$ cat src/rtl/sobel_ram.sv
// ----------------------------------------------------------------------------
// sobel_ram
// Generic simple dual-port RAM: one write port, one read port, registered read.
// ----------------------------------------------------------------------------
module sobel_ram #(
    parameter int WIDTH = 8,
    parameter int DEPTH = 256
) (
    input  logic                     i_clk,
    input  logic                     i_we,
    input  logic [$clog2(DEPTH)-1:0] i_waddr,
    input  logic [WIDTH-1:0]         i_wdata,
    input  logic                     i_re,
    input  logic [$clog2(DEPTH)-1:0] i_raddr,
    output logic [WIDTH-1:0]         o_rdata
);

    logic [WIDTH-1:0] r_mem [DEPTH];
    logic [WIDTH-1:0] r_rdata;

    always_ff @(posedge i_clk) begin
        if (i_we) begin
            r_mem[i_waddr] <= i_wdata;
        end
        if (i_re) begin
            r_rdata <= r_mem[i_raddr];
        end
    end

    assign o_rdata = r_rdata;

endmodule

$ cat config.mk
export PLATFORM = sky130hd
export DESIGN_NAME = sobel_ram
export DESIGN_NICKNAME = d
export VERILOG_FILES = /design/src/rtl/sobel_ram.sv
export SDC_FILE = /design/constraint.sdc
export NUM_CORES = 2
export LEC_CHECK = 0
export ABC_AREA = 1
export BUFFER_PORTS_ARGS = -buffer_cell sky130_fd_sc_hd__clkbuf_2
export CORE_MARGIN = 5
export CORE_UTILIZATION = 35
export CTS_BUF_LIST = sky130_fd_sc_hd__clkbuf_16
export CTS_CLUSTER_DIAMETER = 80
export CTS_CLUSTER_SIZE = 10
export DETAILED_ROUTE_END_ITERATION = 7
export MAX_ROUTING_LAYER = met4
export PLACE_DENSITY = 0.46
export SKIP_LAST_GASP = 1
export SYNTH_ARGS = -nofsm -noshare
export SYNTH_HDL_FRONTEND = slang
export SYNTH_SLANG_ARGS = --single-unit
$ cat constraint.sdc
create_clock -name i_clk -period 5 [get_ports i_clk]
set_clock_uncertainty 0.05 [all_clocks]
set_input_delay 0.5 -clock i_clk [delete_from_list [all_inputs] [get_ports i_clk]]
set_output_delay 0.5 -clock i_clk [all_outputs]
set_load 0.03 [all_outputs]
==> implementation parameters <==
Parameter                              Value

Power
  Clock network fraction of total power ... 0.403
  Flop pwr share ... 0.534
  Leakage power of the design ... roughly 31 nW
  Comb pwr share ... 0.063
  Int Pwr ... around 0.028 W
  Power spent charging and discharging nets ... between 0.008 and 0.009 W
  Worst supply voltage drop on vdd ... about 0.37 mV
  Power density over cell area ... 385 nW/um^2
  Share of total power consumed by net switching ... 0.228

Clock network
  Maximum root-to-sink buffer count ... 3
  Number of levels in the clock H-tree ... 4
  Post-cts hold buffer count ... 0
  Clock buffers created by TritonCTS ... 224
  Total setup buffers inserted after CTS ... 0
  Number of sinks on the clock net ... 2056
  CTS tree ... built
  Latest clock arrival within the worst-skew pair ... between 800 and 900 ps
  Clock transition time at the flip-flop clock pins of the worst setup and hold paths ... 50 ps
  Number of instances resized during post-cts repair ... 0
  Master cell of the clock root buffer ... sky130_fd_sc_hd__clkbuf_16

Worst setup path
  List of cells traversed by the critical path ... buf_8 > inv_16 > buf_12 > nand2_1 > nand3_1 > nand3_1 > nand3_1 > nand3_1 > nand3_1 > nand3_1 > nand2_1 > nand2_1 > nand2_1
  Worst r2r dst ... o_rdata[4]
  Cell occurring most often along the worst timing path ... sky130_fd_sc_hd__nand3_1
  Worst setup slack for register-to-register paths ... 2750 ps
  Kind of launch point of the worst setup path ... input pin
  WP data required ... roughly 5600 ps
  Path type of the worst setup path ... in2reg
  Startpoint of the worst-slack reg-to-reg timing path ... r_mem[190][4]
  Critical Path AT ... 3680 ps
  R2R cell count ... 10
  Category of cells accounting for the largest share of critical-path delay ... simple AND/OR/NAND/NOR gates
  WP buf/inv ... 3
  CP startpoint ... i_raddr[0]
  Type of element capturing the critical path ... flip-flop
  Slowest cell on the critical path ... sky130_fd_sc_hd__buf_12
  Crit path largest cell delay ... 410 ps
  Top fanout value on the critical path ... 141

Final layout
  Final instance area ... roughly 90000 sq um
  FF/Latch Area ... 61700 sq um
  Final non-filler cell total ... ~10000
  Fraction of final layout cells with drive strength greater than 1 ... 0.0598
  Area taken by multi-input logic gates ... 19200 sq um
  # fillers ... around 22000
  Area growth from synthesis to layout ... 11.1%
  Net count reported at finish ... 6926

Hold path
  Hold-critical path depth ... 1
  Startpoint of the lowest-slack hold path ... i_wdata[1]
  End point of the worst hold path ... r_mem[97][1]
  Classification of the worst-slack hold path ... in2reg

STA
  Number of slew-limit violations in the final report ... 0
  Final critical-path setup slack ... 1880 ps
  Hold slack ... 74.0 ps
  Setup violators final ... 0
  Measured slew at the worst slew-check pin ... 1210 ps
  Highest achievable clock rate ... 320 MHz
  Final period demand of the worst path ... ~3100 ps
  Final worst-path cycle share ... 0.625
  RSZ-0062 raised after global routing ... no
  Remaining max-slew budget at the tightest pin ... 0.190
  Number of hold violations in the final report ... 0
  Setup TNS ... 0 ps

Placement
  Standard cell area after detailed placement ... approximately 87000 sq um
  Number of cells after detailed placement ... 9840
  Global placement routability congestion ... ~0.84
  Count of input and output buffers ... 34
  Worst slack, placed ... 1170 ps
  HPWL after detailed placement ... between 100000 and 150000 um

Die
  Initial cell density of the core ... 0.351
  Die area ... roughly 250000 sq um
  Placeable core area ... 238000 sq um
  Die width ... 498 um
  DIE HEIGHT ... around 500 um
  Cell Rows ... 179
  Ports placed on the boundary ... 35

Outcome
  Run status ... finished, final reports clean

GRT
  All-layer global routing usage ... 0.207
  Gr ovfl total ... 0
  Global-route wire length before repair ... 372000 um
  Largest net degree at the start of global routing ... between 100 and 150
  Vias in the first global route ... 51300
  Initial antenna violation count ... 12

Route
  Drt via density ... 5.28
  Via count of the routed design ... about 53000
  Mean routed wirelength per cell ... 25.4 um
  Count of TritonRoute iterations in the first routing pass ... 5
  Number of nets with antenna violations after detailed routing ... 0
  Final Routed Wirelength ... 256000 um
  DRC violations left ... 0
  Initial drt markers ... ~5100

Synthesis
  Number of warnings issued by yosys ... 0
  Post-synthesis instance area ... 83500 sq um
  Post-Synthesis Mean Instance Area ... 11.9 sq um
  Sequential cell area fraction in the yosys report ... 0.740
  Syn Nets ... 7030
  Count of cell types in the netlist ... 13
  Number of standard cells after synthesis ... 7003
  Synthesis-stage register bit count ... 2056

Flow run
  Max-cap check violation count ... 0
==> placed cells by master (no fill, tap or decap) <==
cell / netlist / routed
sky130_fd_sc_hd__edfxtp_1: 2056 / 2056
sky130_fd_sc_hd__inv_2: 2 / 1
sky130_fd_sc_hd__inv_8: 0 / 2
sky130_fd_sc_hd__inv_1: 36 / 34
sky130_fd_sc_hd__nor2_1: 283 / 283
sky130_fd_sc_hd__buf_6: 16 / 1
sky130_fd_sc_hd__bufinv_16: 0 / 1
sky130_fd_sc_hd__clkbuf_2: 0 / 21
sky130_fd_sc_hd__inv_6: 0 / 2
sky130_fd_sc_hd__inv_4: 1 / 1
sky130_fd_sc_hd__clkbuf_16: 0 / 228
sky130_fd_sc_hd__buf_8: 1 / 11
sky130_fd_sc_hd__nand3_1: 2019 / 2019
sky130_fd_sc_hd__buf_12: 0 / 45
sky130_fd_sc_hd__clkinv_2: 0 / 1
sky130_fd_sc_hd__inv_16: 0 / 5
sky130_fd_sc_hd__buf_4: 46 / 75
sky130_fd_sc_hd__nand2_2: 0 / 16
sky130_fd_sc_hd__nand2_1: 2123 / 2107
sky130_fd_sc_hd__clkinv_16: 0 / 1
sky130_fd_sc_hd__diode_2: 0 / 6
sky130_fd_sc_hd__clkinv_8: 0 / 2
==> per-stage QoR <==
| step | utilization | total power, W |
|---|---|---|
| finish | 0.390 | 0.0357 |
| global route | 0.390 | 0.0369 |
| CTS | 0.390 | 0.0360 |
| detailed placement | 0.365 | 0.0217 |
| global placement | 0.365 | 0.0217 |
| floorplan | - | 0.0206 |
==> state kept, by name, summed over array words and instances (netlist names) <==
signal,cells
r_mem,2048
o_rdata,8
==> cell usage after synthesis (all sizes together) <==
cell type / n / area (sq um)
inv: 39 / 149
nand2: 2123 / 7970
edfxtp: 2056 / 61700
nand3: 2019 / 10100
clkbuf: 112 / 420
nor2: 283 / 1060
buf: 371 / 2030
==> routing by layer <==
metal  global-route usage  share of wire  vias up
li1                     -              -    24500
met1                0.283           0.44    26600
met2                0.322           0.47     1661
met3               0.0297          0.058      386
met4               0.0629          0.030        0
met5                    -              0        -
==> area by class of cell <==
cell class	instances	area share
clock inverter	11	0.00211
clock buffer	228	0.0615
inverter	39	0.00194
tap	3167	0.0427
multi-input combinational	4425	0.207
timing repair buffer	153	0.0188
antenna	6	0.000162
sequential	2056	0.666
==> power groups by stage <==
stage,clock [W],combinational (W),sequential (W)
after floorplan,0,0.00117,0.0194
after global placement,0,0.00228,0.0194
after detailed placement,0,0.00228,0.0194
after CTS,0.0147,0.00228,0.0190
after global routing,0.0154,0.00244,0.0190
final,0.0144,0.00225,0.0190
==> how the worst max path moves through the flow <==
stage | to | slack, ps | cells past startpoint
finish | o_rdata[3] | 1880 | 13
global route | o_rdata[3] | 1920 | 13
CTS | o_rdata[3] | 2100 | 12
detailed placement | o_rdata[3] | 1170 | 12
global placement | o_rdata[1] | 1150 | 11
floorplan | r_mem[162][0] | 2960 | 4
==> logic make-up (layout without fill, tap and decap cells) <==
family,Yosys count,count (layout),share of synthesized area
and+or+nand+nor,4425,4425,0.229
DFF,2056,2056,0.740
buffers and inverters,522,431,0.0312
other,0,6,0
No activity file was read; power rests on OpenSTA's default activity.
