## config.mk

```make
export PLATFORM = sky130hd
export DESIGN_NAME = sobel_scale
export DESIGN_NICKNAME = d
export VERILOG_FILES = /design/src/rtl/sobel_pkg.sv /design/src/rtl/sobel_scale.sv
export SDC_FILE = /design/constraint.sdc
export NUM_CORES = 1
export LEC_CHECK = 0
export BUFFER_PORTS_ARGS = -buffer_cell sky130_fd_sc_hd__buf_4
export CAP_MARGIN = 20
export CORE_ASPECT_RATIO = 1.1
export CORE_MARGIN = 3
export CORE_UTILIZATION = 30
export DETAILED_ROUTE_END_ITERATION = 7
export SKIP_LAST_GASP = 1
export SLEW_MARGIN = 20
export SYNTH_ARGS = -nofsm -noshare
export SYNTH_HDL_FRONTEND = slang
export SYNTH_SLANG_ARGS = --single-unit
```

## constraint.sdc

```tcl
create_clock -name vclk -period 14.5
set_input_delay 1.45 -clock vclk [all_inputs]
set_output_delay 1.45 -clock vclk [all_outputs]
set_load 0.03 [all_outputs]
```

## src/rtl/sobel_pkg.sv

```systemverilog
// ----------------------------------------------------------------------------
// sobel_pkg
// Shared types and constants for the Sobel L1 edge magnitude block.
// ----------------------------------------------------------------------------
package sobel_pkg;

    localparam int MAX_LINE_WIDTH = 2048;
    localparam int MIN_LINE_WIDTH = 4;
    localparam int COL_W          = $clog2(MAX_LINE_WIDTH);
    localparam int WIDTH_W        = 12;
    localparam int GAIN_W         = 16;
    localparam int GREY_W         = 10;
    localparam int GRAD_W         = 13;
    localparam int L1_W           = 13;
    localparam int LEVEL_W        = 8;
    localparam int CFG_IDX_W      = 8;
    localparam int CFG_DATA_W     = 16;

    localparam logic [CFG_IDX_W-1:0] REG_LINE_WIDTH = CFG_IDX_W'(0);
    localparam logic [CFG_IDX_W-1:0] REG_GAIN       = CFG_IDX_W'(1);

    localparam logic [WIDTH_W-1:0] LINE_WIDTH_RST = WIDTH_W'(640);
    localparam logic [GAIN_W-1:0]  GAIN_RST       = GAIN_W'(26214);

    typedef struct packed {
        logic [31:0] pixel;
        logic        frame_start;
    } t_in;

    typedef struct packed {
        logic [LEVEL_W-1:0] edge_level;
        logic               first_result;
    } t_out;

    // Per-pixel position info produced at acceptance
    typedef struct packed {
        logic [COL_W-1:0] col;
        logic             produce;
        logic             first;
    } t_pos;

endpackage

```

## src/rtl/sobel_scale.sv

```systemverilog
// ----------------------------------------------------------------------------
// sobel_scale
// Q0.16 gain multiply, truncation and saturation to 8 bits.
// ----------------------------------------------------------------------------
module sobel_scale (
    input  logic [sobel_pkg::L1_W-1:0]    i_l1,
    input  logic [sobel_pkg::GAIN_W-1:0]  i_gain,
    output logic [sobel_pkg::LEVEL_W-1:0] o_level
);

    localparam int PROD_W = sobel_pkg::L1_W + sobel_pkg::GAIN_W;

    logic [PROD_W-1:0]            prod;
    logic [sobel_pkg::L1_W-1:0]   scaled;

    always_comb begin
        prod   = PROD_W'(i_l1) * PROD_W'(i_gain);
        scaled = prod[PROD_W-1:sobel_pkg::GAIN_W];
        if (scaled > sobel_pkg::L1_W'(255)) begin
            o_level = '1;
        end else begin
            o_level = scaled[sobel_pkg::LEVEL_W-1:0];
        end
    end

endmodule

```

==> qor.yml, run 1 <==
outcome: "finished clean"
endpoint_kind: "output pin"
post-route-util: 0.330
worst_pin_slew_ns: 0.646
synthCells: 815
overflow: 0
insertedDiodeCount: 0
globalplace.congestion: 0.881
grt_pass1_vias: 5621
crit_arrival_ns: 6.83
firstDrtPassIters: 7
cp_max_fo: 16
dpl-instance-area_sq_um: 7320
critPathKind: "primary input to output pin"
track_usage: 0.132
nClkBuffers: 0
dr_total_vias: 5228
min_path_type: "primary input to output pin"
cts_setup_buffers: 0
clock.fmax_mhz: 121
syn-cell-area_sq_um: 6800
die-area_sq_um: 24500
grt_max_degree: 17
seq_area_sq_um: 0
cts_resized: 0
fillers: 2357
vias_per_cell: 4.70
dp_hpwl_mm: 13.8
cpMaxStageDelayCell: "fa_1"
setup_tns_ns: 0
rows: 57
crit_top_cell: "fa_1"
cap_violations: 0
synth_fp_nets: 1067
post-route-min-period_ns: 8.28
die_w_um: 150
synthTopCellsByArea: "fa_1 45%, ha_1 13%, inv_1 11%, and2_1 9.3%, nand2_1 7.0%"
timing.final.crit_share: 0.571
drv_slew: 0
finalHoldViolCount: 0
drc: 0
final_cell_mix: "201 x inv_1, 153 x fa_1, 126 x nand2_1"
hold_slack_ns: 4.03
cp_num_buf_inv: 6
antenna_found_initial: 0
cp_top_family: "adder cells"
coreArea_sq_um: 22200
maxSlewHeadroom: 0.564
startpoint_type: "primary input"
routedWlPerCell_um: 14.2
hold_buffers: 0
crit_chain: "buf_4, and2_1, fa_1, inv_1, fa_1, inv_1, fa_1, fa_1, inv_1, fa_1, inv_1, ha_1, a21oi_1, o21ai_0, a22oi_2, nor3_1, or3_1, a211oi_4, nand4_1, buf_4"
rsz0062_at_grt: "false"
syn_area_per_cell_sq_um: 8.35
yosysTopAreaCell: "fa_1"
die_h_um: 164
initial_utilization: 0.307
stdcell_area_sq_um: 7320
drive_above_1_share: 0.0562
mostFrequentLayoutCell: "inv_1"
drt_iter0_markers: 202
yosysWarningCount: 0
yosys.area.top_type_share: 0.450
routed_wl_mm: 15.8
crit_required_ns: 13.05
design.seq.count: 0
antenna_left: 0
multi_input_area_sq_um: 5920
final_nets: 1072
grt_pass1_wl_mm: 26.8
portBuffers: 37
setup_viol: 0
area_growth_pct: 7.60
io_pins: 37
slowest_delay_ns: 0.55
ys_seq_area_frac: 0
ys_types: 39
[metal layers]
metal,vias to the layer above,GRT usage,share of wire
met2,74,0.255,0.54
met3,12,0.00193,0.020
met5,-,0,0
li1,2453,-,-
met1,2689,0.170,0.42
met4,0,0.0129,0.012
[through the flow]
stage,setup slack (ns),instances
after global placement,6.27,1113
final,6.22,1113
after floorplan,6.55,815
after CTS,6.21,1113
after global routing,5.89,1113
after detailed placement,6.21,1113
[area by class of cell]
class,instances,area share
multi-input cells,580,0.809
inverters,201,0.103
well taps,295,0.0504
repair buffers,37,0.0379
[synth_stat cells, drive strengths merged]
library cell and instances:
inv 201, fa 153, nand2 126, and2 101
ha 70, clkbuf 32, a21oi 25, o21ai 18
nand4 14, a211oi 8, nor2 8, xnor2 7
nor3 6, o211ai 6, xor2 6, a21o 4
a31oi 4, nand3 4, o21a 4, and3 2
buf 2, a2111o 1, a2111oi 1, a21boi 1
a22oi 1, a31o 1, nor2b 1, nor3b 1
o2111ai 1, o22ai 1, o311ai 1, o31ai 1
o32ai 1, o41ai 1, or3 1
[path summary, 6_finish.rpt]
kind / startpoint / endpoint / depth (start not counted)
worst max-delay path: i_l1[1] / o_level[2] / 20
worst min-delay path: i_gain[0] / o_level[3] / 9
[kinds of logic (layout without fill, tap and decap cells)]
kind of cell    Yosys count  in the layout  synth area share
xor+xnor                 13             13            0.0167
compound gates           80             80            0.0809
simple gates            264            264             0.193
fa+ha+maj               223            223             0.579
buf+inv                 235            238             0.130
Power of run 1 is left out: the tool's default activity adds up to more than one toggle a clock period on the data nets, which glitch-free logic cannot reach.
==> run 2: changes to the inputs <==
==> constraint.sdc (replaced) <==
create_clock -name vclk -period 8.3
set_input_delay 0.83 -clock vclk [all_inputs]
set_output_delay 0.83 -clock vclk [all_outputs]
set_load 0.03 [all_outputs]
==> qor.yml, run 2 (same netlist as run 1, synthesis figures left out) <==
clock.fmax_mhz: 142
rsz0062_at_grt: "false"
multi_input_area_sq_um: 5920
cts_setup_buffers: 0
routed_wl_mm: 15.7
vias_per_cell: 4.72
nClkBuffers: 0
min_from: "i_gain[1]"
crit_arrival_ns: 6.21
cap_violations: 0
fillers: 2365
final_cell_mix: "201 x inv_1, 153 x fa_1, 126 x nand2_1"
grt_max_degree: 17
critPathKind: "primary input to output pin"
antenna_found_initial: 0
dp_hpwl_mm: 13.7
overflow: 0
hold_buffers: 0
dr_total_vias: 5254
mostFrequentLayoutCell: "inv_1"
antenna_left: 0
outcome: "finished clean"
finalHoldViolCount: 0
grt_pass1_wl_mm: 27.0
insertedDiodeCount: 0
seq_area_sq_um: 0
firstDrtPassIters: 5
final_nets: 1072
coreArea_sq_um: 22200
track_usage: 0.132
drv_slew: 0
drt_iter0_markers: 146
post-route-min-period_ns: 7.04
maxSlewHeadroom: 0.570
cts_resized: 0
drive_above_1_share: 0.0562
rows: 57
endpoint_kind: "output pin"
startpoint_type: "primary input"
setup_viol: 0
timing.final.crit_share: 0.848
routedWlPerCell_um: 14.1
worst_pin_slew_ns: 0.637
area_growth_pct: 7.60
initial_utilization: 0.307
die-area_sq_um: 24500
setup_tns_ns: 0
cp_max_fo: 16
min_path_type: "primary input to output pin"
die_w_um: 150
startpoint: "i_l1[1]"
crit_required_ns: 7.47
globalplace.congestion: 0.881
die_h_um: 164
design.seq.count: 0
grt_pass1_vias: 5686
io_pins: 37
drc: 0
portBuffers: 37
run 2: cell counts in the layout (fill, tap and decap cells not counted):
Identical to the previous run, type by type.
run 2: critical path, stage by stage:
cell and delay [ns]:
buf_4 0.17, and2_1 0.19, fa_1 0.53, inv_1 0.05
fa_1 0.47, inv_1 0.05, fa_1 0.48, fa_1 0.54
inv_1 0.05, fa_1 0.48, inv_1 0.04, ha_1 0.36
a21oi_1 0.22, o21ai_0 0.13, a22oi_2 0.28, nor3_1 0.11
or3_1 0.43, a211oi_4 0.41, nand4_1 0.15, buf_4 0.21
run 2: layout make-up:
class | count | share of cell area
tap | 295 | 0.0504
inverter | 201 | 0.103
timing repair buffer | 37 | 0.0379
multi-input combinational | 580 | 0.809
run 2: metal layers:
layer,wire length [um],GRT usage
met3,399,0.00166
met2,8430,0.252
met4,250,0.0175
met1,6580,0.172
met5,0,0
run 2: path summary, 6_finish.rpt:
check / to / slack (ns) / cells past startpoint
setup / recovery: o_level[6] / 1.26 / 20
hold / removal: o_level[1] / 2.77 / 8
run 2: stage by stage:
step | setup slack [ns] | area, sq um | utilization | hold slack, ns | instances
floorplan | 1.59 | 6800 | - | 2.47 | 815
detailed placement | 1.25 | 7320 | 0.330 | 2.80 | 1113
CTS | 1.25 | 7320 | 0.330 | 2.80 | 1113
finish | 1.26 | 7320 | 0.330 | 2.77 | 1113
global placement | 1.31 | 7320 | 0.330 | 2.80 | 1113
global route | 0.919 | 7320 | 0.330 | 2.87 | 1113
Power of run 2 is left out for the same reason.
