$ cat src/rtl/sobel_pkg.sv
// ----------------------------------------------------------------------------
// sobel_pkg
// Shared types and constants for the Sobel L1 edge magnitude block.
// ----------------------------------------------------------------------------
package sobel_pkg;

    localparam int MAX_LINE_WIDTH = 2048;
    localparam int MIN_LINE_WIDTH = 4;
    localparam int COL_W          = $clog2(MAX_LINE_WIDTH);
    localparam int WIDTH_W        = 12;
    localparam int GAIN_W         = 16;
    localparam int GREY_W         = 10;
    localparam int GRAD_W         = 13;
    localparam int L1_W           = 13;
    localparam int LEVEL_W        = 8;
    localparam int CFG_IDX_W      = 8;
    localparam int CFG_DATA_W     = 16;

    localparam logic [CFG_IDX_W-1:0] REG_LINE_WIDTH = CFG_IDX_W'(0);
    localparam logic [CFG_IDX_W-1:0] REG_GAIN       = CFG_IDX_W'(1);

    localparam logic [WIDTH_W-1:0] LINE_WIDTH_RST = WIDTH_W'(640);
    localparam logic [GAIN_W-1:0]  GAIN_RST       = GAIN_W'(26214);

    typedef struct packed {
        logic [31:0] pixel;
        logic        frame_start;
    } t_in;

    typedef struct packed {
        logic [LEVEL_W-1:0] edge_level;
        logic               first_result;
    } t_out;

    // Per-pixel position info produced at acceptance
    typedef struct packed {
        logic [COL_W-1:0] col;
        logic             produce;
        logic             first;
    } t_pos;

endpackage

$ cat src/rtl/sobel_ctrl.sv
// ----------------------------------------------------------------------------
// sobel_ctrl
// Column/row tracking, width clamp and result qualification per pixel.
// ----------------------------------------------------------------------------
module sobel_ctrl (
    input  logic                            i_clk,
    input  logic                            i_rst_n,
    input  logic                            i_acc,
    input  logic                            i_frame_start,
    input  logic [sobel_pkg::WIDTH_W-1:0]   i_line_width,
    output sobel_pkg::t_pos                 o_pos
);

    logic [sobel_pkg::COL_W-1:0]   r_col, n_col;
    logic [1:0]                    r_row, n_row;
    logic                          r_first, n_first;
    logic [sobel_pkg::COL_W-1:0]   col;
    logic [1:0]                    row;
    logic                          first;
    logic                          produce;
    logic                          wrap;
    logic [sobel_pkg::WIDTH_W-1:0] width;
    logic [sobel_pkg::WIDTH_W-1:0] col_inc;

    always_comb begin
        if (i_line_width < sobel_pkg::WIDTH_W'(sobel_pkg::MIN_LINE_WIDTH)) begin
            width = sobel_pkg::WIDTH_W'(sobel_pkg::MIN_LINE_WIDTH);
        end else if (i_line_width > sobel_pkg::WIDTH_W'(sobel_pkg::MAX_LINE_WIDTH)) begin
            width = sobel_pkg::WIDTH_W'(sobel_pkg::MAX_LINE_WIDTH);
        end else begin
            width = i_line_width;
        end

        col     = i_frame_start ? '0   : r_col;
        row     = i_frame_start ? '0   : r_row;
        first   = i_frame_start ? 1'b1 : r_first;
        produce = (row == 2'd2) && (col >= sobel_pkg::COL_W'(2));
        col_inc = sobel_pkg::WIDTH_W'(col) + sobel_pkg::WIDTH_W'(1);
        wrap    = col_inc >= width;

        n_col   = wrap ? '0 : col_inc[sobel_pkg::COL_W-1:0];
        n_row   = (wrap && row != 2'd2) ? row + 2'd1 : row;
        n_first = produce ? 1'b0 : first;
    end

    always_ff @(posedge i_clk) begin
        if (!i_rst_n) begin
            r_col   <= '0;
            r_row   <= '0;
            r_first <= 1'b1;
        end else if (i_acc) begin
            r_col   <= n_col;
            r_row   <= n_row;
            r_first <= n_first;
        end
    end

    assign o_pos.col     = col;
    assign o_pos.produce = produce;
    assign o_pos.first   = first;

endmodule

$ cat config.mk
export PLATFORM = sky130hd
export DESIGN_NAME = sobel_ctrl
export DESIGN_NICKNAME = d
export VERILOG_FILES = /design/src/rtl/sobel_pkg.sv /design/src/rtl/sobel_ctrl.sv
export SDC_FILE = /design/constraint.sdc
export NUM_CORES = 1
export LEC_CHECK = 0
export BUFFER_PORTS_ARGS = -buffer_cell sky130_fd_sc_hd__buf_2
export CORE_MARGIN = 2
export CORE_UTILIZATION = 57
export DETAILED_ROUTE_END_ITERATION = 8
export PLACE_DENSITY = 0.84
export SYNTH_ARGS = -nofsm -noshare
export SYNTH_HDL_FRONTEND = slang
export SYNTH_SLANG_ARGS = --single-unit
$ cat constraint.sdc
create_clock -name i_clk -period 7.2 [get_ports i_clk]
set_input_delay 0.72 -clock i_clk [delete_from_list [all_inputs] [get_ports i_clk]]
set_output_delay 0.72 -clock i_clk [all_outputs]
set_load 0.005 [all_outputs]
==> run_results.csv, run 1 <==
group,metric,value,unit
cells_and_area,layout_commonest_cell,"buf_2",
cells_and_area,final-seq-area,280,µm²
synth,syn_area_per_cell,8.28,µm²
floorplan,design.die.area,2510,µm²
synth,syn_nets,177,
floorplan,pin_count,29,
drt,avgViaCountPerCell,6.03,
sta,finalSetupTns,0,ns
cells_and_area,nNetsFinal,205,
synth,synth_top_area_frac,0.232,
floorplan,core.rowCount,16,
cts,cts.sinks,14,
drt,detail_route.wirelength,2.83,mm
pwr,power.leakage,0.661,nW
drt,drc,0,
sta,whs,0.477,ns
flow_run,cap_violations,0,
synth,yosysSeqAreaShare,0.232,
cts,root_buffer,"clkbuf_4",
setup_path,crit_arrival,3.68,ns
global_route,grtUsageTotal,0.253,
drt,antenna_left,0,
cts,cts_tree,"done",
floorplan,die_y,50.1,µm
sta,timing.final.crit_period,3.45,ns
global_route,grt_pass1_vias,1098,
sta,worstMarginPinSlew,0.936,ns
cells_and_area,fillers,170,
global_route,grt_overflow_total,0,
setup_path,critPathKind,"input pin to register",
placed_design,preCtsSetupSlack,3.48,ns
global_route,grt_pass1_wl,4.87,mm
setup_path,start_kind,"input pin",
floorplan,fp.coreArea,1980,µm²
sta,final.setup.worst_slack,3.75,ns
synth,yosysWarnings,0,
sta,skew,0.00338,ns
setup_path,cp.required,7.43,ns
placed_design,portBuffers,28,
placed_design,place_congestion,0.945,
synth,synthCells,146,
cells_and_area,final_layout_size_suffix_gt1_frac,0.227,
synth,syn_area,1210,µm²
sta,relSlewSlack,0.374,
cts,post_cts_resized,0,
sta,min_period_over_period,0.479,
floorplan,die_width,50.1,µm
global_route,antenna_found_initial,0,
worst_hold_path,hp-class,"register to register",
cts,post_cts_buffers,0,
cts,clockBufferDepth,2,
pwr,power-per-cell-area,109,nW/µm²
placed_design,hpwl,2.29,mm
sta,fmax,290,MHz
floorplan,start_util,0.610,
synth,synth_top_area_cell,"dfxtp_1",
synth,yosys.cell_types.count,39,
setup_path,path_max_fanout,18,
cts,clock_latency,0.28,ns
cts,hold_buffers,0,
setup_path,endpoint_kind,"register",
cells_and_area,final_cell_mix,"28 x buf_2, 19 x nand2_1, 15 x ha_1",
cts,path_clk_slew,0.08,ns
sta,setup_viol,0,
pwr,ir_drop,0.0843,mV
cts,h-tree-depth,1,
drt,routed-via-count,1199,
synth,synth.area.top_cells,"dfxtp_1 23%, ha_1 16%, a22o_1 8.0%",
run_status,status,"finished clean",
cells_and_area,diodes,0,
cells_and_area,area_growth,14.0,%
sta,hold_viol,0,
synth,synth-seq-cells,14,
cts,cts_buffers,3,
drt,first_pass_iters,4,
sta,grt_setup_unrepaired,"no",
drt,wl_per_cell,14.2,µm
cells_and_area,multiInputGateArea,875,µm²
global_route,grt_max_degree,19,
drt,drtIter0Drc,61,
sta,drv_slew,0,
==> final timing paths <==
kind / to / cells after the start / from / slack (ns)
max: r_col[4] / 13 / i_frame_start / 3.75
min: r_row[0] / 2 / r_row[0] / 0.48
max reg2reg: r_col[4] / 11 / r_col[1] / 4.04
min reg2reg: r_row[0] / 2 / r_row[0] / 0.48
==> state kept, by name (all words and copies together) (netlist names) <==
name and count:
r_col 11, r_row 2, r_first 1
==> worst max-delay path, stage by stage <==
cell and delay [ns]:
buf_2 0.20, nand2b_1 0.21, inv_1 0.15, ha_1 0.24, nand4_1 0.18, or3b_1 0.44
xnor2_2 0.16, ha_1 0.31, nand2_1 0.06, o21ai_0 0.10, a211oi_1 0.24, o31a_1 0.46
a22o_1 0.20
==> stage by stage <==
step | std cells | cell area [µm²] | utilization | power (W)
after global routing | 199 | 1380 | 0.695 | 0.000156
after global placement | 196 | 1360 | 0.684 | 0.000105
final | 199 | 1380 | 0.695 | 0.000150
after detailed placement | 196 | 1360 | 0.684 | 0.000107
after floorplan | 146 | 1210 | - | 0.0000964
after CTS | 199 | 1380 | 0.695 | 0.000149
==> cells by family (layout without fill, tap and decap cells) <==
kind of cell,Yosys count,after routing,share of synthesized area
AO/OA/AOI/OAI,33,33,0.204
XOR/XNOR,9,9,0.0714
adder cells (fa/ha/maj),15,15,0.155
buffers and inverters,12,38,0.0445
flip-flops,14,14,0.232
AND/OR/NAND/NOR,63,63,0.293
==> report_power, final <==
group	internal, W	leakage (nW)	total, W	switching, W
logic	0.0000104	0.534	0.0000264	0.0000160
clock network	0.0000194	0.0138	0.0000444	0.0000250
registers	0.0000782	0.113	0.0000789	0.000000748
total	0.000108	0.661	0.000150	0.0000418
==> synthesized netlist by cell type <==
library cell,instances
o311ai_1,1
dfxtp_1,14
buf_4,2
inv_1,7
xnor2_1,4
a211oi_1,1
and2b_2,1
nor3_1,2
or3_1,1
a22o_1,11
o2111ai_1,2
o21ai_0,3
or3_4,1
or4_4,1
nand2_1,19
nand2b_1,5
nand2_2,1
a22oi_1,1
nor2_1,8
nor2b_1,10
xnor2_2,1
a21oi_1,8
nor4_1,2
a31oi_1,1
and2_1,1
buf_2,1
and4_1,1
clkbuf_1,2
or3b_1,1
nor4_4,1
nand4_1,4
o21a_1,3
or2_2,1
o31a_1,1
xor2_1,4
and3_1,1
nand3_1,2
ha_1,15
o311ai_2,1
==> per-layer routing <==
metal,wire length (µm),GRT usage,up-vias
li1,-,-,582
met1,1280,0.340,556
met2,1310,0.406,56
met3,198,0.0303,5
met4,48,0.106,0
met5,0,0,-
==> area by class of cell <==
| type | instances | share of cell area |
|---|---|---|
| Clock buffer | 3 | 0.0163 |
| Tap cell | 27 | 0.0245 |
| Multi-Input combinational cell | 120 | 0.635 |
| Inverter | 7 | 0.0191 |
| Sequential cell | 14 | 0.203 |
| Timing Repair Buffer | 28 | 0.102 |
No activity file was read; power rests on OpenSTA's default activity.
==> run 2: changes to the inputs <==
--- a/config.mk
+++ b/config.mk
@@ -7,9 +7,9 @@
 export LEC_CHECK = 0
 export BUFFER_PORTS_ARGS = -buffer_cell sky130_fd_sc_hd__buf_2
 export CORE_MARGIN = 2
-export CORE_UTILIZATION = 57
+export CORE_UTILIZATION = 53
 export DETAILED_ROUTE_END_ITERATION = 8
-export PLACE_DENSITY = 0.84
+export PLACE_DENSITY = 0.79
 export SYNTH_ARGS = -nofsm -noshare
 export SYNTH_HDL_FRONTEND = slang
 export SYNTH_SLANG_ARGS = --single-unit
==> constraint.sdc (replaced) <==
create_clock -name i_clk -period 3.5 [get_ports i_clk]
set_input_delay 0.35 -clock i_clk [delete_from_list [all_inputs] [get_ports i_clk]]
set_output_delay 0.35 -clock i_clk [all_outputs]
set_load 0.005 [all_outputs]
==> run_results.csv, run 2 (synthesized netlist as in run 1, its figures left out) <==
group,metric,value,unit
pwr,power-per-cell-area,221,nW/µm²
cts,root_buffer,"clkbuf_4",
cts,clock_latency,0.28,ns
placed_design,preCtsSetupSlack,0.281,ns
placed_design,portBuffers,28,
cells_and_area,final_cell_mix,"28 x buf_2, 19 x nand2_1, 15 x ha_1",
setup_path,cp_slowest_cell,"o31a_1",
setup_path,cp.required,3.72,ns
pwr,ir_drop,0.116,mV
cts,hold_buffers,0,
sta,skew,0.00730,ns
sta,worstMarginPinSlew,0.903,ns
floorplan,die_width,51.8,µm
setup_path,endpoint_kind,"register",
setup_path,r2r_slack,0.37,ns
setup_path,path_max_fanout,11,
drt,detail_route.wirelength,2.71,mm
placed_design,hpwl,2.28,mm
sta,whs,0.296,ns
floorplan,design.die.area,2680,µm²
drt,drc,0,
worst_hold_path,hold_start,"i_rst_n",
cells_and_area,final_layout_size_suffix_gt1_frac,0.231,
sta,final.setup.worst_slack,0.371,ns
cts,cts_tree,"done",
setup_path,cpPeakStageDelay,0.45,ns
cells_and_area,nNetsFinal,206,
sta,timing.final.crit_period,3.13,ns
sta,finalSetupTns,0,ns
cts,clockBufferDepth,2,
sta,relSlewSlack,0.397,
floorplan,pin_count,29,
cells_and_area,area_growth,14.7,%
global_route,grtUsageTotal,0.227,
drt,first_pass_iters,4,
placed_design,dp.cells,198,
sta,min_period_over_period,0.894,
sta,setup_viol,0,
drt,avgViaCountPerCell,5.92,
cts,path_clk_slew,0.08,ns
cells_and_area,regMostFlops,"r_col",
flow_run,cap_violations,0,
cells_and_area,largest_register_ffs,11,
floorplan,die_y,51.8,µm
cts,post_cts_resized,0,
pwr,p_total,0.000306,W
setup_path,path_buf_inv,0,
drt,antenna_left,0,
setup_path,crit_path_start,"r_col[1]",
cts,h-tree-depth,1,
global_route,grt_overflow_total,0,
global_route,grt_pass1_vias,1084,
worst_hold_path,hp-class,"input pin to register",
setup_path,critPathKind,"register to register",
placed_design,place_congestion,0.998,
global_route,grt_max_degree,14,
floorplan,start_util,0.552,
cells_and_area,reg_top3,"r_col (11), r_row (2), r_first (1)",
setup_path,start_kind,"register",
setup_path,crit_cells,11,
cells_and_area,diodes,0,
setup_path,cpLargestDelayFamily,"compound AO/OA/AOI/OAI gates",
cells_and_area,stdcell_count,201,
sta,grt_setup_unrepaired,"no",
sta,hold_viol,0,
cells_and_area,layout_commonest_cell,"buf_2",
pwr,power.leakage,0.665,nW
drt,routed-via-count,1189,
floorplan,core.rowCount,17,
run_status,status,"finished clean",
worst_hold_path,hold_path_depth,2,
setup_path,crit_top_cell,"ha_1",
cts,post_cts_buffers,0,
setup_path,worstPathCellList,"nor2b_1, ha_1, nand4_1, nor3_1, xor2_1, ha_1, nand2_1, o21ai_0, a211oi_1, o31a_1, a22o_1",
cts,cts.sinks,14,
sta,drv_slew,0,
global_route,grt_pass1_wl,4.66,mm
setup_path,reg2regPathDepth,11,
setup_path,crit_arrival,3.35,ns
setup_path,r2r-start,"r_col[1]",
floorplan,fp.coreArea,2190,µm²
drt,drtIter0Drc,27,
global_route,antenna_found_initial,0,
sta,fmax,320,MHz
cts,cts_buffers,3,
drt,wl_per_cell,13.5,µm
[run 2: layout make-up]
class                           count  area [µm²]
Inverter                            7        26.3
Timing Repair Buffer               29         148
Fill cell                         201         805
Multi-Input combinational cell    120         875
Clock buffer                        3        22.5
Sequential cell                    14         280
Tap cell                           28        35.0
[run 2: per-stage QoR]
| step | area, µm² | util |
|---|---|---|
| after global routing | 1390 | 0.633 |
| after CTS | 1390 | 0.633 |
| after floorplan | 1210 | - |
| after global placement | 1360 | 0.623 |
| final | 1390 | 0.633 |
| after detailed placement | 1360 | 0.623 |
[run 2: routing by layer]
layer / GRT usage / part of all wire
met1: 0.296 / 0.44
met2: 0.378 / 0.47
met3: 0.0316 / 0.077
met4: 0.0833 / 0.013
met5: 0 / 0
[run 2: power by group]
part	internal [W]	total, W	switching (W)
Sequential	0.000161	0.000162	0.00000155
Combinational	0.0000221	0.0000539	0.0000319
Clock	0.0000399	0.0000895	0.0000497
[run 2: worst paths after layout]
| path | end |
|---|---|
| max | r_col[1] |
| min | r_first |
| max reg2reg | r_col[1] |
| min reg2reg | r_row[0] |
