**config.mk**
```make
export PLATFORM = sky130hd
export DESIGN_NAME = sobel_grad
export DESIGN_NICKNAME = d
export VERILOG_FILES = /design/src/rtl/sobel_pkg.sv /design/src/rtl/sobel_grad.sv
export SDC_FILE = /design/constraint.sdc
export NUM_CORES = 1
export LEC_CHECK = 0
export ABC_AREA = 1
export ABC_CLOCK_PERIOD_IN_PS = 16540
export BUFFER_PORTS_ARGS = -buffer_cell sky130_fd_sc_hd__buf_2
export CAP_MARGIN = 40
export CORE_MARGIN = 3
export CORE_UTILIZATION = 55
export CTS_BUF_LIST = sky130_fd_sc_hd__clkbuf_4 sky130_fd_sc_hd__clkbuf_8
export DETAILED_ROUTE_END_ITERATION = 8
export PLACE_DENSITY = 0.71
export SLEW_MARGIN = 10
export SYNTH_ARGS = -nofsm -noshare
export SYNTH_HDL_FRONTEND = slang
export SYNTH_SLANG_ARGS = --single-unit
```
**constraint.sdc**
```tcl
create_clock -name i_clk -period 16.54 [get_ports i_clk]
set_clock_uncertainty 0.1 [all_clocks]
set_input_delay 3.308 -clock i_clk [delete_from_list [all_inputs] [get_ports i_clk]]
set_output_delay 3.308 -clock i_clk [all_outputs]
set_load 0.02 [all_outputs]
```
**src/rtl/sobel_pkg.sv**
```systemverilog
// ----------------------------------------------------------------------------
// sobel_pkg
// Shared types and constants for the Sobel L1 edge magnitude block.
// ----------------------------------------------------------------------------
package sobel_pkg;

    localparam int MAX_LINE_WIDTH = 2048;
    localparam int MIN_LINE_WIDTH = 4;
    localparam int COL_W          = $clog2(MAX_LINE_WIDTH);
    localparam int WIDTH_W        = 12;
    localparam int GAIN_W         = 16;
    localparam int GREY_W         = 10;
    localparam int GRAD_W         = 13;
    localparam int L1_W           = 13;
    localparam int LEVEL_W        = 8;
    localparam int CFG_IDX_W      = 8;
    localparam int CFG_DATA_W     = 16;

    localparam logic [CFG_IDX_W-1:0] REG_LINE_WIDTH = CFG_IDX_W'(0);
    localparam logic [CFG_IDX_W-1:0] REG_GAIN       = CFG_IDX_W'(1);

    localparam logic [WIDTH_W-1:0] LINE_WIDTH_RST = WIDTH_W'(640);
    localparam logic [GAIN_W-1:0]  GAIN_RST       = GAIN_W'(26214);

    typedef struct packed {
        logic [31:0] pixel;
        logic        frame_start;
    } t_in;

    typedef struct packed {
        logic [LEVEL_W-1:0] edge_level;
        logic               first_result;
    } t_out;

    // Per-pixel position info produced at acceptance
    typedef struct packed {
        logic [COL_W-1:0] col;
        logic             produce;
        logic             first;
    } t_pos;

endpackage

```
**src/rtl/sobel_grad.sv**
```systemverilog
// ----------------------------------------------------------------------------
// sobel_grad
// 3x3 window shift register and Sobel X/Y gradients summed as L1 norm.
// ----------------------------------------------------------------------------
module sobel_grad (
    input  logic                           i_clk,
    input  logic                           i_rst_n,
    input  logic                           i_shift,
    input  logic [sobel_pkg::GREY_W-1:0]   i_top,
    input  logic [sobel_pkg::GREY_W-1:0]   i_mid,
    input  logic [sobel_pkg::GREY_W-1:0]   i_bot,
    output logic [sobel_pkg::L1_W-1:0]     o_l1
);

    // r_win[0..2]: column c-2 (top, mid, bottom); r_win[3..5]: column c-1
    logic [sobel_pkg::GREY_W-1:0]        r_win [6];
    logic signed [sobel_pkg::GRAD_W-1:0] a1, a2, a3, a4, a6, a7, a8, a9;
    logic signed [sobel_pkg::GRAD_W-1:0] gx, gy;
    logic [sobel_pkg::GRAD_W-1:0]        abs_x, abs_y;

    always_ff @(posedge i_clk) begin
        if (!i_rst_n) begin
            for (int i = 0; i < 6; i++) begin
                r_win[i] <= '0;
            end
        end else if (i_shift) begin
            r_win[0] <= r_win[3];
            r_win[1] <= r_win[4];
            r_win[2] <= r_win[5];
            r_win[3] <= i_top;
            r_win[4] <= i_mid;
            r_win[5] <= i_bot;
        end
    end

    always_comb begin
        a1 = signed'(sobel_pkg::GRAD_W'(r_win[0]));
        a4 = signed'(sobel_pkg::GRAD_W'(r_win[1]));
        a7 = signed'(sobel_pkg::GRAD_W'(r_win[2]));
        a2 = signed'(sobel_pkg::GRAD_W'(r_win[3]));
        a8 = signed'(sobel_pkg::GRAD_W'(r_win[5]));
        a3 = signed'(sobel_pkg::GRAD_W'(i_top));
        a6 = signed'(sobel_pkg::GRAD_W'(i_mid));
        a9 = signed'(sobel_pkg::GRAD_W'(i_bot));
        gx = (a3 - a1) + ((a6 - a4) <<< 1) + (a9 - a7);
        gy = (a7 - a1) + ((a8 - a2) <<< 1) + (a9 - a3);
        abs_x = gx[sobel_pkg::GRAD_W-1] ? sobel_pkg::GRAD_W'(-gx) : sobel_pkg::GRAD_W'(gx);
        abs_y = gy[sobel_pkg::GRAD_W-1] ? sobel_pkg::GRAD_W'(-gy) : sobel_pkg::GRAD_W'(gy);
        o_l1  = sobel_pkg::L1_W'(abs_x + abs_y);
    end

endmodule

```
==> metrics.md, run 1 <==
| Metric | Value |
|---|---|
| Outcome | `complete, no violations` |
| Buf/Inv on CP | `8` |
| Crit path max-delay cell type | `fa_1` |
| Diode count | `0` |
| Gp weighted congestion | `0.937` |
| Final hold vios | `0` |
| Layout Cell Area excl Fill | `8580 µm²` |
| Fmax | `83.7 MHz` |
| Share of cells above drive strength 1 | `8.40%` |
| Setup Buffers After CTS | `0` |
| Clock slew at reported path FFs | `0.08 ns` |
| Die Width | `126 µm` |
| Setup Total Neg Slack | `0 ns` |
| Area of the multi-input gates | `5110 µm²` |
| Sequential element share of the synthesized area | `22.6%` |
| Vias | `6,783` |
| Largest register FFs | `60` |
| CTS tree | `built` |
| Most frequent CP cell | `inv_1` |
| Biggest area contributors in the synthesized netlist | `edfxtp_1 (23%), ha_1 (15%), inv_1 (13%), nand2_1 (10%), fa_1 (7.8%)` |
| Final Core Density | `61.1%` |
| Clk sinks | `60` |
| Area Growth Syn to Fin | `7.81%` |
| DRT iter0 DRCs | `415` |
| Nets | `1,325` |
| Synth Instances | `1,111` |
| Synth unique cells | `35` |
| Die area | `16,000 µm²` |
| R2R Setup Slk | `15.62 ns` |
| Max-Cap Viols | `0` |
| Endpoint class of the critical path | `output port` |
| Final Cycle Share | `72.2%` |
| Post-DP HPWL | `15.5 mm` |
| Biggest regs | `r_win (60)` |
| Syn Nets | `1,273` |
| Clk_lat worst skew | `0.35 ns` |
| Slew @ Worst Pin | `0.790 ns` |
| CTS Root Cell | `clkbuf_8` |
| Largest net degree at the start of global routing | `61` |
| Top-area cell type share of the netlist area | `22.6%` |
| # DRC | `0` |
| Rows | `43` |
| Top cell type by total area after synthesis | `edfxtp_1` |
| Global-route wire length before repair | `30.3 mm` |
| EDFF count, synth | `60` |
| Setup CP Type | `primary input to output port` |
| Min Tclk post-route | `11.95 ns` |
| Req. time, crit path | `13.13 ns` |
| Final setup fails | `0` |
| Post-CTS Hold Buffers | `0` |
| Initial antenna violation count | `0` |
| Post-cts gate resize count | `0` |
| CP top delay family | `adder cells` |
| WL final | `18.2 mm` |
| CP max FO | `10` |
| Most numerous cell in the Yosys netlist | `inv_1` |
| DP Area | `8420 µm²` |
| RSZ-0062 raised after global routing | `false` |
| Avg Inst Size Synth | `7.17 µm²` |
| CTS buffer count | `9` |
| Bufs on Longest Clock Path | `2` |
| Initial core utilization | `56.7%` |
| DRT Pass-1 Iters | `4` |
| Total grt overflow | `0` |
| Vias/cell | `5.04` |
| Fillers | `1,355` |
| Slew margin rel. | `47.3%` |
| GRT Overall Usage | `23.5%` |
| Post-Syn Area | `7960 µm²` |
| Synth top cells by count | `inv_1 (267), nand2_1 (214), nor2_1 (114), ha_1 (98), a21oi_1 (75)` |
| Core area | `14,000 µm²` |
| Critical path's largest stage delay | `0.52 ns` |
| Seq cells post-synth | `60` |
| Synth Flop Type | `edfxtp_1` |
| Vias in the first global route | `6,289` |
| H-tree Lvls | `3` |
| Biggest register | `r_win` |
| FFs w/ async S/R, synth | `0%` |
| I/O Pins | `46` |
| DRT antenna net count | `0` |
| Crit path arrival time | `8.54 ns` |
| Die height | `126 µm` |
| WL/cell | `13.5 µm` |
| Sequential Area | `1800 µm²` |
| Hold WC Path Type | `register to register` |
| PortBufs | `45` |
| Startpoint Class | `primary input` |
| Synthesis Warnings | `0` |
| Final Max Slew Viols | `0` |
[worst paths after layout]
check | startpoint | endpoint | cells after the start
max | i_top[0] | o_l1[9] | 31
min | r_win[0][43] | r_win[0][13] | 2
max reg2reg | r_win[0][31] | r_win[0][1] | 2
min reg2reg | r_win[0][43] | r_win[0][13] | 2
[worst reg2reg max path, stage by stage (launching register included)]
cell and delay [ns]:
edfxtp_1 0.37, inv_1 0.14, nor2_1 0.07
[per-stage QoR]
stage               setup WS [ns]  hold slack [ns]  std cells
finish                       4.59            0.452       1347
global route                 4.07            0.476       1347
CTS                          4.64            0.456       1347
detailed placement           4.66            0.435       1332
global placement             4.74            0.421       1331
floorplan                    5.21            0.419       1111
[area by class of cell]
cell class | instances | share of cell area, %
flip-flops and latches | 60 | 21.0
clock inverters | 5 | 0.350
repair buffers | 47 | 2.94
clock buffers | 10 | 1.53
inverters | 275 | 12.1
multi-input cells | 770 | 59.5
well taps | 180 | 2.62
[routing by layer]
| metal | global-route usage, % | vias to the layer above | wire length, µm |
|---|---|---|---|
| met5 | 0 | - | 0 |
| met4 | 6.94 | 0 | 410 |
| met3 | 2.61 | 23 | 743 |
| met2 | 36.6 | 141 | 7790 |
| met1 | 34.5 | 3023 | 9250 |
| li1 | - | 3596 | - |
[kinds of logic (layout without fill, tap and decap cells)]
kind of cell | after synthesis | count (layout) | synth area share, %
xor+xnor | 73 | 73 | 8.03
buf+inv | 281 | 337 | 13.3
compound gates | 129 | 129 | 9.04
simple gates | 439 | 439 | 23.8
flops | 60 | 60 | 22.6
fa+ha+maj | 129 | 129 | 23.2
[placed cells by master, fill, tap and decap left out, types with 2 or more instances in the layout]
cell type	count
clkinv_1	2
clkbuf_8	9
o211ai_1	2
edfxtp_1	60
buf_2	45
nand3_2	5
xor2_1	48
a31oi_1	5
a21o_1	5
nor2_2	4
nand2_1	212
ha_1	98
o21ai_1	3
nand2_2	14
o21bai_1	7
xnor2_1	25
clkinv_2	2
fa_1	31
nand3b_1	7
nand4_1	13
o2111ai_1	5
nor2_1	114
inv_2	6
nand3_1	57
o221ai_1	2
or2_2	3
o21ai_0	23
nor3_1	6
inv_1	267
a21oi_1	75
Power of run 1 is not shown: default switching activity piles up to over one toggle a cycle in this logic, so the estimate is an artifact.
==> run 2: changes to the inputs <==
ABC_AREA = 0   (was 1)
ABC_CLOCK_PERIOD_IN_PS = 11800   (was 16540)
clock period = 11.8 ns   (was 16.54 ns; I/O delays follow)
==> metrics.md, run 2 <==
| Metric | Value |
|---|---|
| Total grt overflow | `0` |
| Worst r2r dst | `r_win[0][21]` |
| R2R Path Start | `r_win[0][51]` |
| Clock slew at reported path FFs | `0.07 ns` |
| WL/cell | `15.8 µm` |
| Slew @ Worst Pin | `0.893 ns` |
| Share of cells above drive strength 1 | `8.64%` |
| Setup CP Type | `primary input to output port` |
| Synth unique cells | `56` |
| Hold WC Path Type | `register to register` |
| Post-CTS Hold Buffers | `0` |
| WHS Path Cells | `1` |
| Avg Inst Size Synth | `8.84 µm²` |
| Initial core utilization | `57.4%` |
| HP Start | `r_win[0][49]` |
| Die Width | `122 µm` |
| CTS tree | `built` |
| Bufs on Longest Clock Path | `2` |
| # DRC | `0` |
| CTS Root Cell | `clkbuf_8` |
| Die height | `122 µm` |
| Gp weighted congestion | `0.962` |
| Crit path arrival time | `8.91 ns` |
| Seq cells post-synth | `60` |
| Commonest non-fill, non-tap cell in the layout | `inv_1` |
| Met2 global-route usage | `37.8%` |
| Min Tclk post-route | `11.37 ns` |
| Initial antenna violation count | `0` |
| WHS Endpoint | `r_win[0][19]` |
| Synth top cells by count | `inv_1 (149), ha_1 (98), and3_1 (65), xnor2_1 (65), edfxtp_1 (60)` |
| DRT antenna net count | `0` |
| Largest net degree at the start of global routing | `62` |
| Synth Flop Type | `edfxtp_1` |
| Post-DP HPWL | `13.5 mm` |
| Most numerous cell in the Yosys netlist | `inv_1` |
| Endpoint class of the critical path | `output port` |
| PortBufs | `45` |
| EDFF count, synth | `60` |
| FFs w/ async S/R, synth | `0%` |
| Met3 Use GR | `2.79%` |
| Sequential element share of the synthesized area | `24.5%` |
| Rows | `41` |
| Met1 usage | `32.4%` |
| R2R Setup Slk | `10.77 ns` |
| Vias | `5,928` |
| Fmax | `88.0 MHz` |
| Max-Cap Viols | `0` |
| WL final | `16.6 mm` |
| Crit path max-delay cell type | `fa_1` |
| Final Max Slew Viols | `0` |
| Clk_lat worst skew | `0.35 ns` |
| Fillers | `1,133` |
| Post-Syn Area | `7360 µm²` |
| Synthesis Warnings | `0` |
| Outcome | `complete, no violations` |
| Startpoint Class | `primary input` |
| Synth Instances | `832` |
| Biggest regs | `r_win (60)` |
| Vias in the first global route | `5,868` |
| Setup Buffers After CTS | `0` |
| Setup Total Neg Slack | `0 ns` |
| DRT Pass-1 Iters | `5` |
| GRT Overall Usage | `23.1%` |
| Nets | `1,038` |
| Top cell type by total area after synthesis | `edfxtp_1` |
| CP max FO | `5` |
| Slew margin rel. | `40.5%` |
| Req. time, crit path | `9.34 ns` |
| Final Cycle Share | `96.3%` |
| H-tree Lvls | `3` |
| Top-area cell type share of the netlist area | `24.5%` |
| Vias/cell | `5.63` |
| Most frequent cells in the layout | `inv_1 (149), ha_1 (98), xnor2_1 (65), and3_1 (65), edfxtp_1 (60)` |
| Post-cts gate resize count | `0` |
| Largest register FFs | `60` |
| Syn Nets | `994` |
| Biggest register | `r_win` |
| Clk sinks | `60` |
| Core area | `12,800 µm²` |
| I/O Pins | `46` |
| CTS buffer count | `9` |
| Critical path's largest stage delay | `0.57 ns` |
| Global-route wire length before repair | `27.5 mm` |
| DRT iter0 DRCs | `341` |
| Die area | `14,800 µm²` |
| RSZ-0062 raised after global routing | `false` |
| Final setup fails | `0` |
| Final hold vios | `0` |
| Gr busiest metal | `met2` |
| Area Growth Syn to Fin | `7.99%` |
| Worst reg2reg path depth | `1` |
| Biggest area contributors in the synthesized netlist | `edfxtp_1 (24%), ha_1 (17%), fa_1 (8.4%), xnor2_1 (7.7%), inv_1 (7.6%)` |
-- run 2: cell count changes after synthesis, sizes merged, moves of 15 or more --
cell    before  now
nand2      228   45
and3         0   65
inv        274  149
xor2        48   24
o21ai       26   41
a21oi       76   42
nand3       62    9
xnor2       25   65
nor2       119   31
nand2b       0   17
nor2b        0   17
-- run 2: worst max path at each step --
| stage | from | end | cells after the start |
|---|---|---|---|
| 2_1_floorplan | i_bot[0] | o_l1[11] | 30 |
| 3_3_place_gp | i_bot[0] | o_l1[11] | 31 |
| 3_5_place_dp | i_bot[0] | o_l1[11] | 31 |
| 4_1_cts | i_bot[0] | o_l1[11] | 31 |
| 5_1_grt | i_bot[0] | o_l1[11] | 31 |
| 6_report | i_bot[0] | o_l1[11] | 31 |
-- run 2: cell type report --
class | instances | area (µm²) | share of cell area (%)
timing repair buffer | 47 | 240 | 3.02
clock inverter | 6 | 56.3 | 0.709
clock buffer | 9 | 124 | 1.56
inverter | 149 | 559 | 7.04
tap | 172 | 215 | 2.71
antenna | 1 | 2.50 | 0.0315
sequential | 60 | 1800 | 22.7
multi-input combinational | 609 | 4950 | 62.3
-- run 2: per-layer routing --
metal / part of all wire (%) / vias to the layer above
li1: - / 2958
met1: 47 / 2828
met2: 47 / 121
met3: 4.2 / 21
met4: 1.7 / 0
met5: 0 / -
-- run 2: metrics by stage --
step           cells  utilization [%]  hold WS, ns  cell area [µm²]  setup WS [ns]
6_report        1053             62.0        0.463             7950          0.432
3_5_place_dp    1037             60.5        0.450             7760          0.454
5_1_grt         1052             61.9        0.490             7940         0.0216
4_1_cts         1052             61.9        0.467             7940          0.417
2_1_floorplan    832                -        0.435             7360           1.01
3_3_place_gp    1037             60.5        0.439             7760          0.682
-- run 2: kinds of logic after synthesis --
group / after synthesis / share of synthesized area [%]
compound gates: 156 / 13.8
xor+xnor: 89 / 10.6
flops: 60 / 24.5
buf+inv: 163 / 8.31
fa+ha+maj: 129 / 25.1
mux: 1 / 0.153
simple gates: 234 / 17.5
-- run 2: worst max-delay path: cells and delay by family --
kind | cells | cell delay, ns
xor+xnor | 2 | 0.42
mux | 1 | 0.42
fa+ha+maj | 5 | 1.81
buf+inv | 5 | 0.45
simple gates | 4 | 0.53
compound gates | 14 | 2.92
Power of run 2 is left out for the same reason.
==> run 3: changes to the inputs <==
CORE_ASPECT_RATIO = 0.7   (was default)
==> metrics.md, run 3 (same netlist as run 2, synthesis figures left out) <==
| Metric | Value |
|---|---|
| Post-DP HPWL | `13.7 mm` |
| Fmax | `88.6 MHz` |
| Total grt overflow | `0` |
| DP Area | `7770 µm²` |
| PortBufs | `45` |
| # DRC | `0` |
| Core area | `12,800 µm²` |
| Global-route wire length before repair | `29.1 mm` |
| I/O Pins | `46` |
| Startpoint Class | `primary input` |
| DRT antenna net count | `0` |
| Commonest non-fill, non-tap cell in the layout | `inv_1` |
| Crit path max-delay cell type | `fa_1` |
| Most frequent cells in the layout | `inv_1 (149), ha_1 (98), and3_1 (65), xnor2_1 (64), edfxtp_1 (60)` |
| Diode count | `0` |
| DRT iter0 DRCs | `491` |
| Die area | `14,800 µm²` |
| Share of cells above drive strength 1 | `9.38%` |
| Outcome | `complete, no violations` |
| CTS buffer count | `9` |
| Largest net degree at the start of global routing | `62` |
| Initial antenna violation count | `0` |
| WL final | `17.0 mm` |
| Bufs on Longest Clock Path | `2` |
| Vias/cell | `5.61` |
| H-tree Lvls | `3` |
| Slew @ Worst Pin | `0.634 ns` |
| Area Growth Syn to Fin | `9.28%` |
| Biggest regs | `r_win (60)` |
| Clock slew at reported path FFs | `0.07 ns` |
| Slew margin rel. | `57.4%` |
| Endpoint class of the critical path | `output port` |
| Sequential Area | `1800 µm²` |
| Nets | `1,042` |
| Critical path's largest stage delay | `0.53 ns` |
| Final Max Slew Viols | `0` |
| Vias in the first global route | `6,120` |
| Buf/Inv on CP | `6` |
| Final setup fails | `0` |
| Clk_lat worst skew | `0.34 ns` |
| Clk sinks | `60` |
| WL/cell | `16.3 µm` |
| Initial core utilization | `57.7%` |
| CTS Root Cell | `clkbuf_8` |
| Die Width | `144 µm` |
| Layout Cell Area excl Fill | `8040 µm²` |
| Crit path arrival time | `8.83 ns` |
| Setup Total Neg Slack | `0 ns` |
| Die height | `103 µm` |
| RSZ-0062 raised after global routing | `false` |
| Final hold vios | `0` |
| Post-CTS Hold Buffers | `0` |
| Biggest register | `r_win` |
| Setup CP Type | `primary input to output port` |
| CP top delay family | `compound AO/OA/AOI/OAI gates` |
| Req. time, crit path | `9.34 ns` |
| GRT Overall Usage | `24.6%` |
| Min Tclk post-route | `11.29 ns` |
| Most frequent CP cell | `a21oi_1` |
| Rows | `34` |
| Largest register FFs | `60` |
| Hold WC Path Type | `register to register` |
| DRT Pass-1 Iters | `5` |
| Area of the multi-input gates | `4980 µm²` |
| CTS tree | `built` |
| CP max FO | `5` |
| Vias | `5,875` |
| Max-Cap Viols | `0` |
| Gp weighted congestion | `0.919` |
| Final Cycle Share | `95.7%` |
| Fillers | `1,101` |
==> run 3: cell count changes in the layout (fill, tap and decap cells not counted), moves of 2 or more <==
cell	previous run	this run
bufinv_16	1	3
o21ai_0	41	36
clkinv_1	2	4
buf_4	2	6
o21ai_1	0	5
clkinv_2	2	0
==> run 3: worst paths after layout <==
| check | cells past startpoint | from | slack [ns] | to |
|---|---|---|---|---|
| worst min register to register | 1 | r_win[0][46] | 0.46 | r_win[0][16] |
| worst max register to register | 1 | r_win[0][51] | 10.80 | r_win[0][21] |
| worst max-delay path | 33 | i_top[0] | 0.51 | o_l1[12] |
| worst min-delay path | 1 | r_win[0][46] | 0.46 | r_win[0][16] |
==> run 3: area by class of cell <==
type                    count  area share, %
multi-input cells         609           61.9
flip-flops and latches     60           22.4
inverters                 149           6.96
repair buffers             51           3.36
well taps                 162           2.52
clock buffers               9           1.54
clock inverters             7           1.31
==> run 3: timing repair <==
action / 4_1_cts / 5_1_grt
setup endpoints to repair: 0 / 2
buffers inserted: 0 / 1
resized for setup: 0 / 10
==> run 3: per-stage QoR <==
step                      setup slack, ns  cells  hold WS (ns)  utilization (%)
after CTS                           0.331   1046         0.460             62.7
after global placement              0.660   1030         0.438             60.9
after detailed placement            0.366   1030         0.442             60.9
after floorplan                      1.01    832         0.435                -
final                               0.509   1047         0.458             63.0
after global routing               0.0282   1047         0.473             63.0
==> run 3: layer usage <==
metal / global-route usage, % / share of wire (%) / wire (µm) / vias up
li1: - / - / - / 2956
met1: 33.8 / 47 / 8030 / 2742
met2: 41.3 / 46 / 7900 / 157
met3: 4.03 / 5.2 / 884 / 20
met4: 5.52 / 1.2 / 199 / 0
met5: 0 / 0 / 0 / -
Power of run 3 is left out for the same reason.
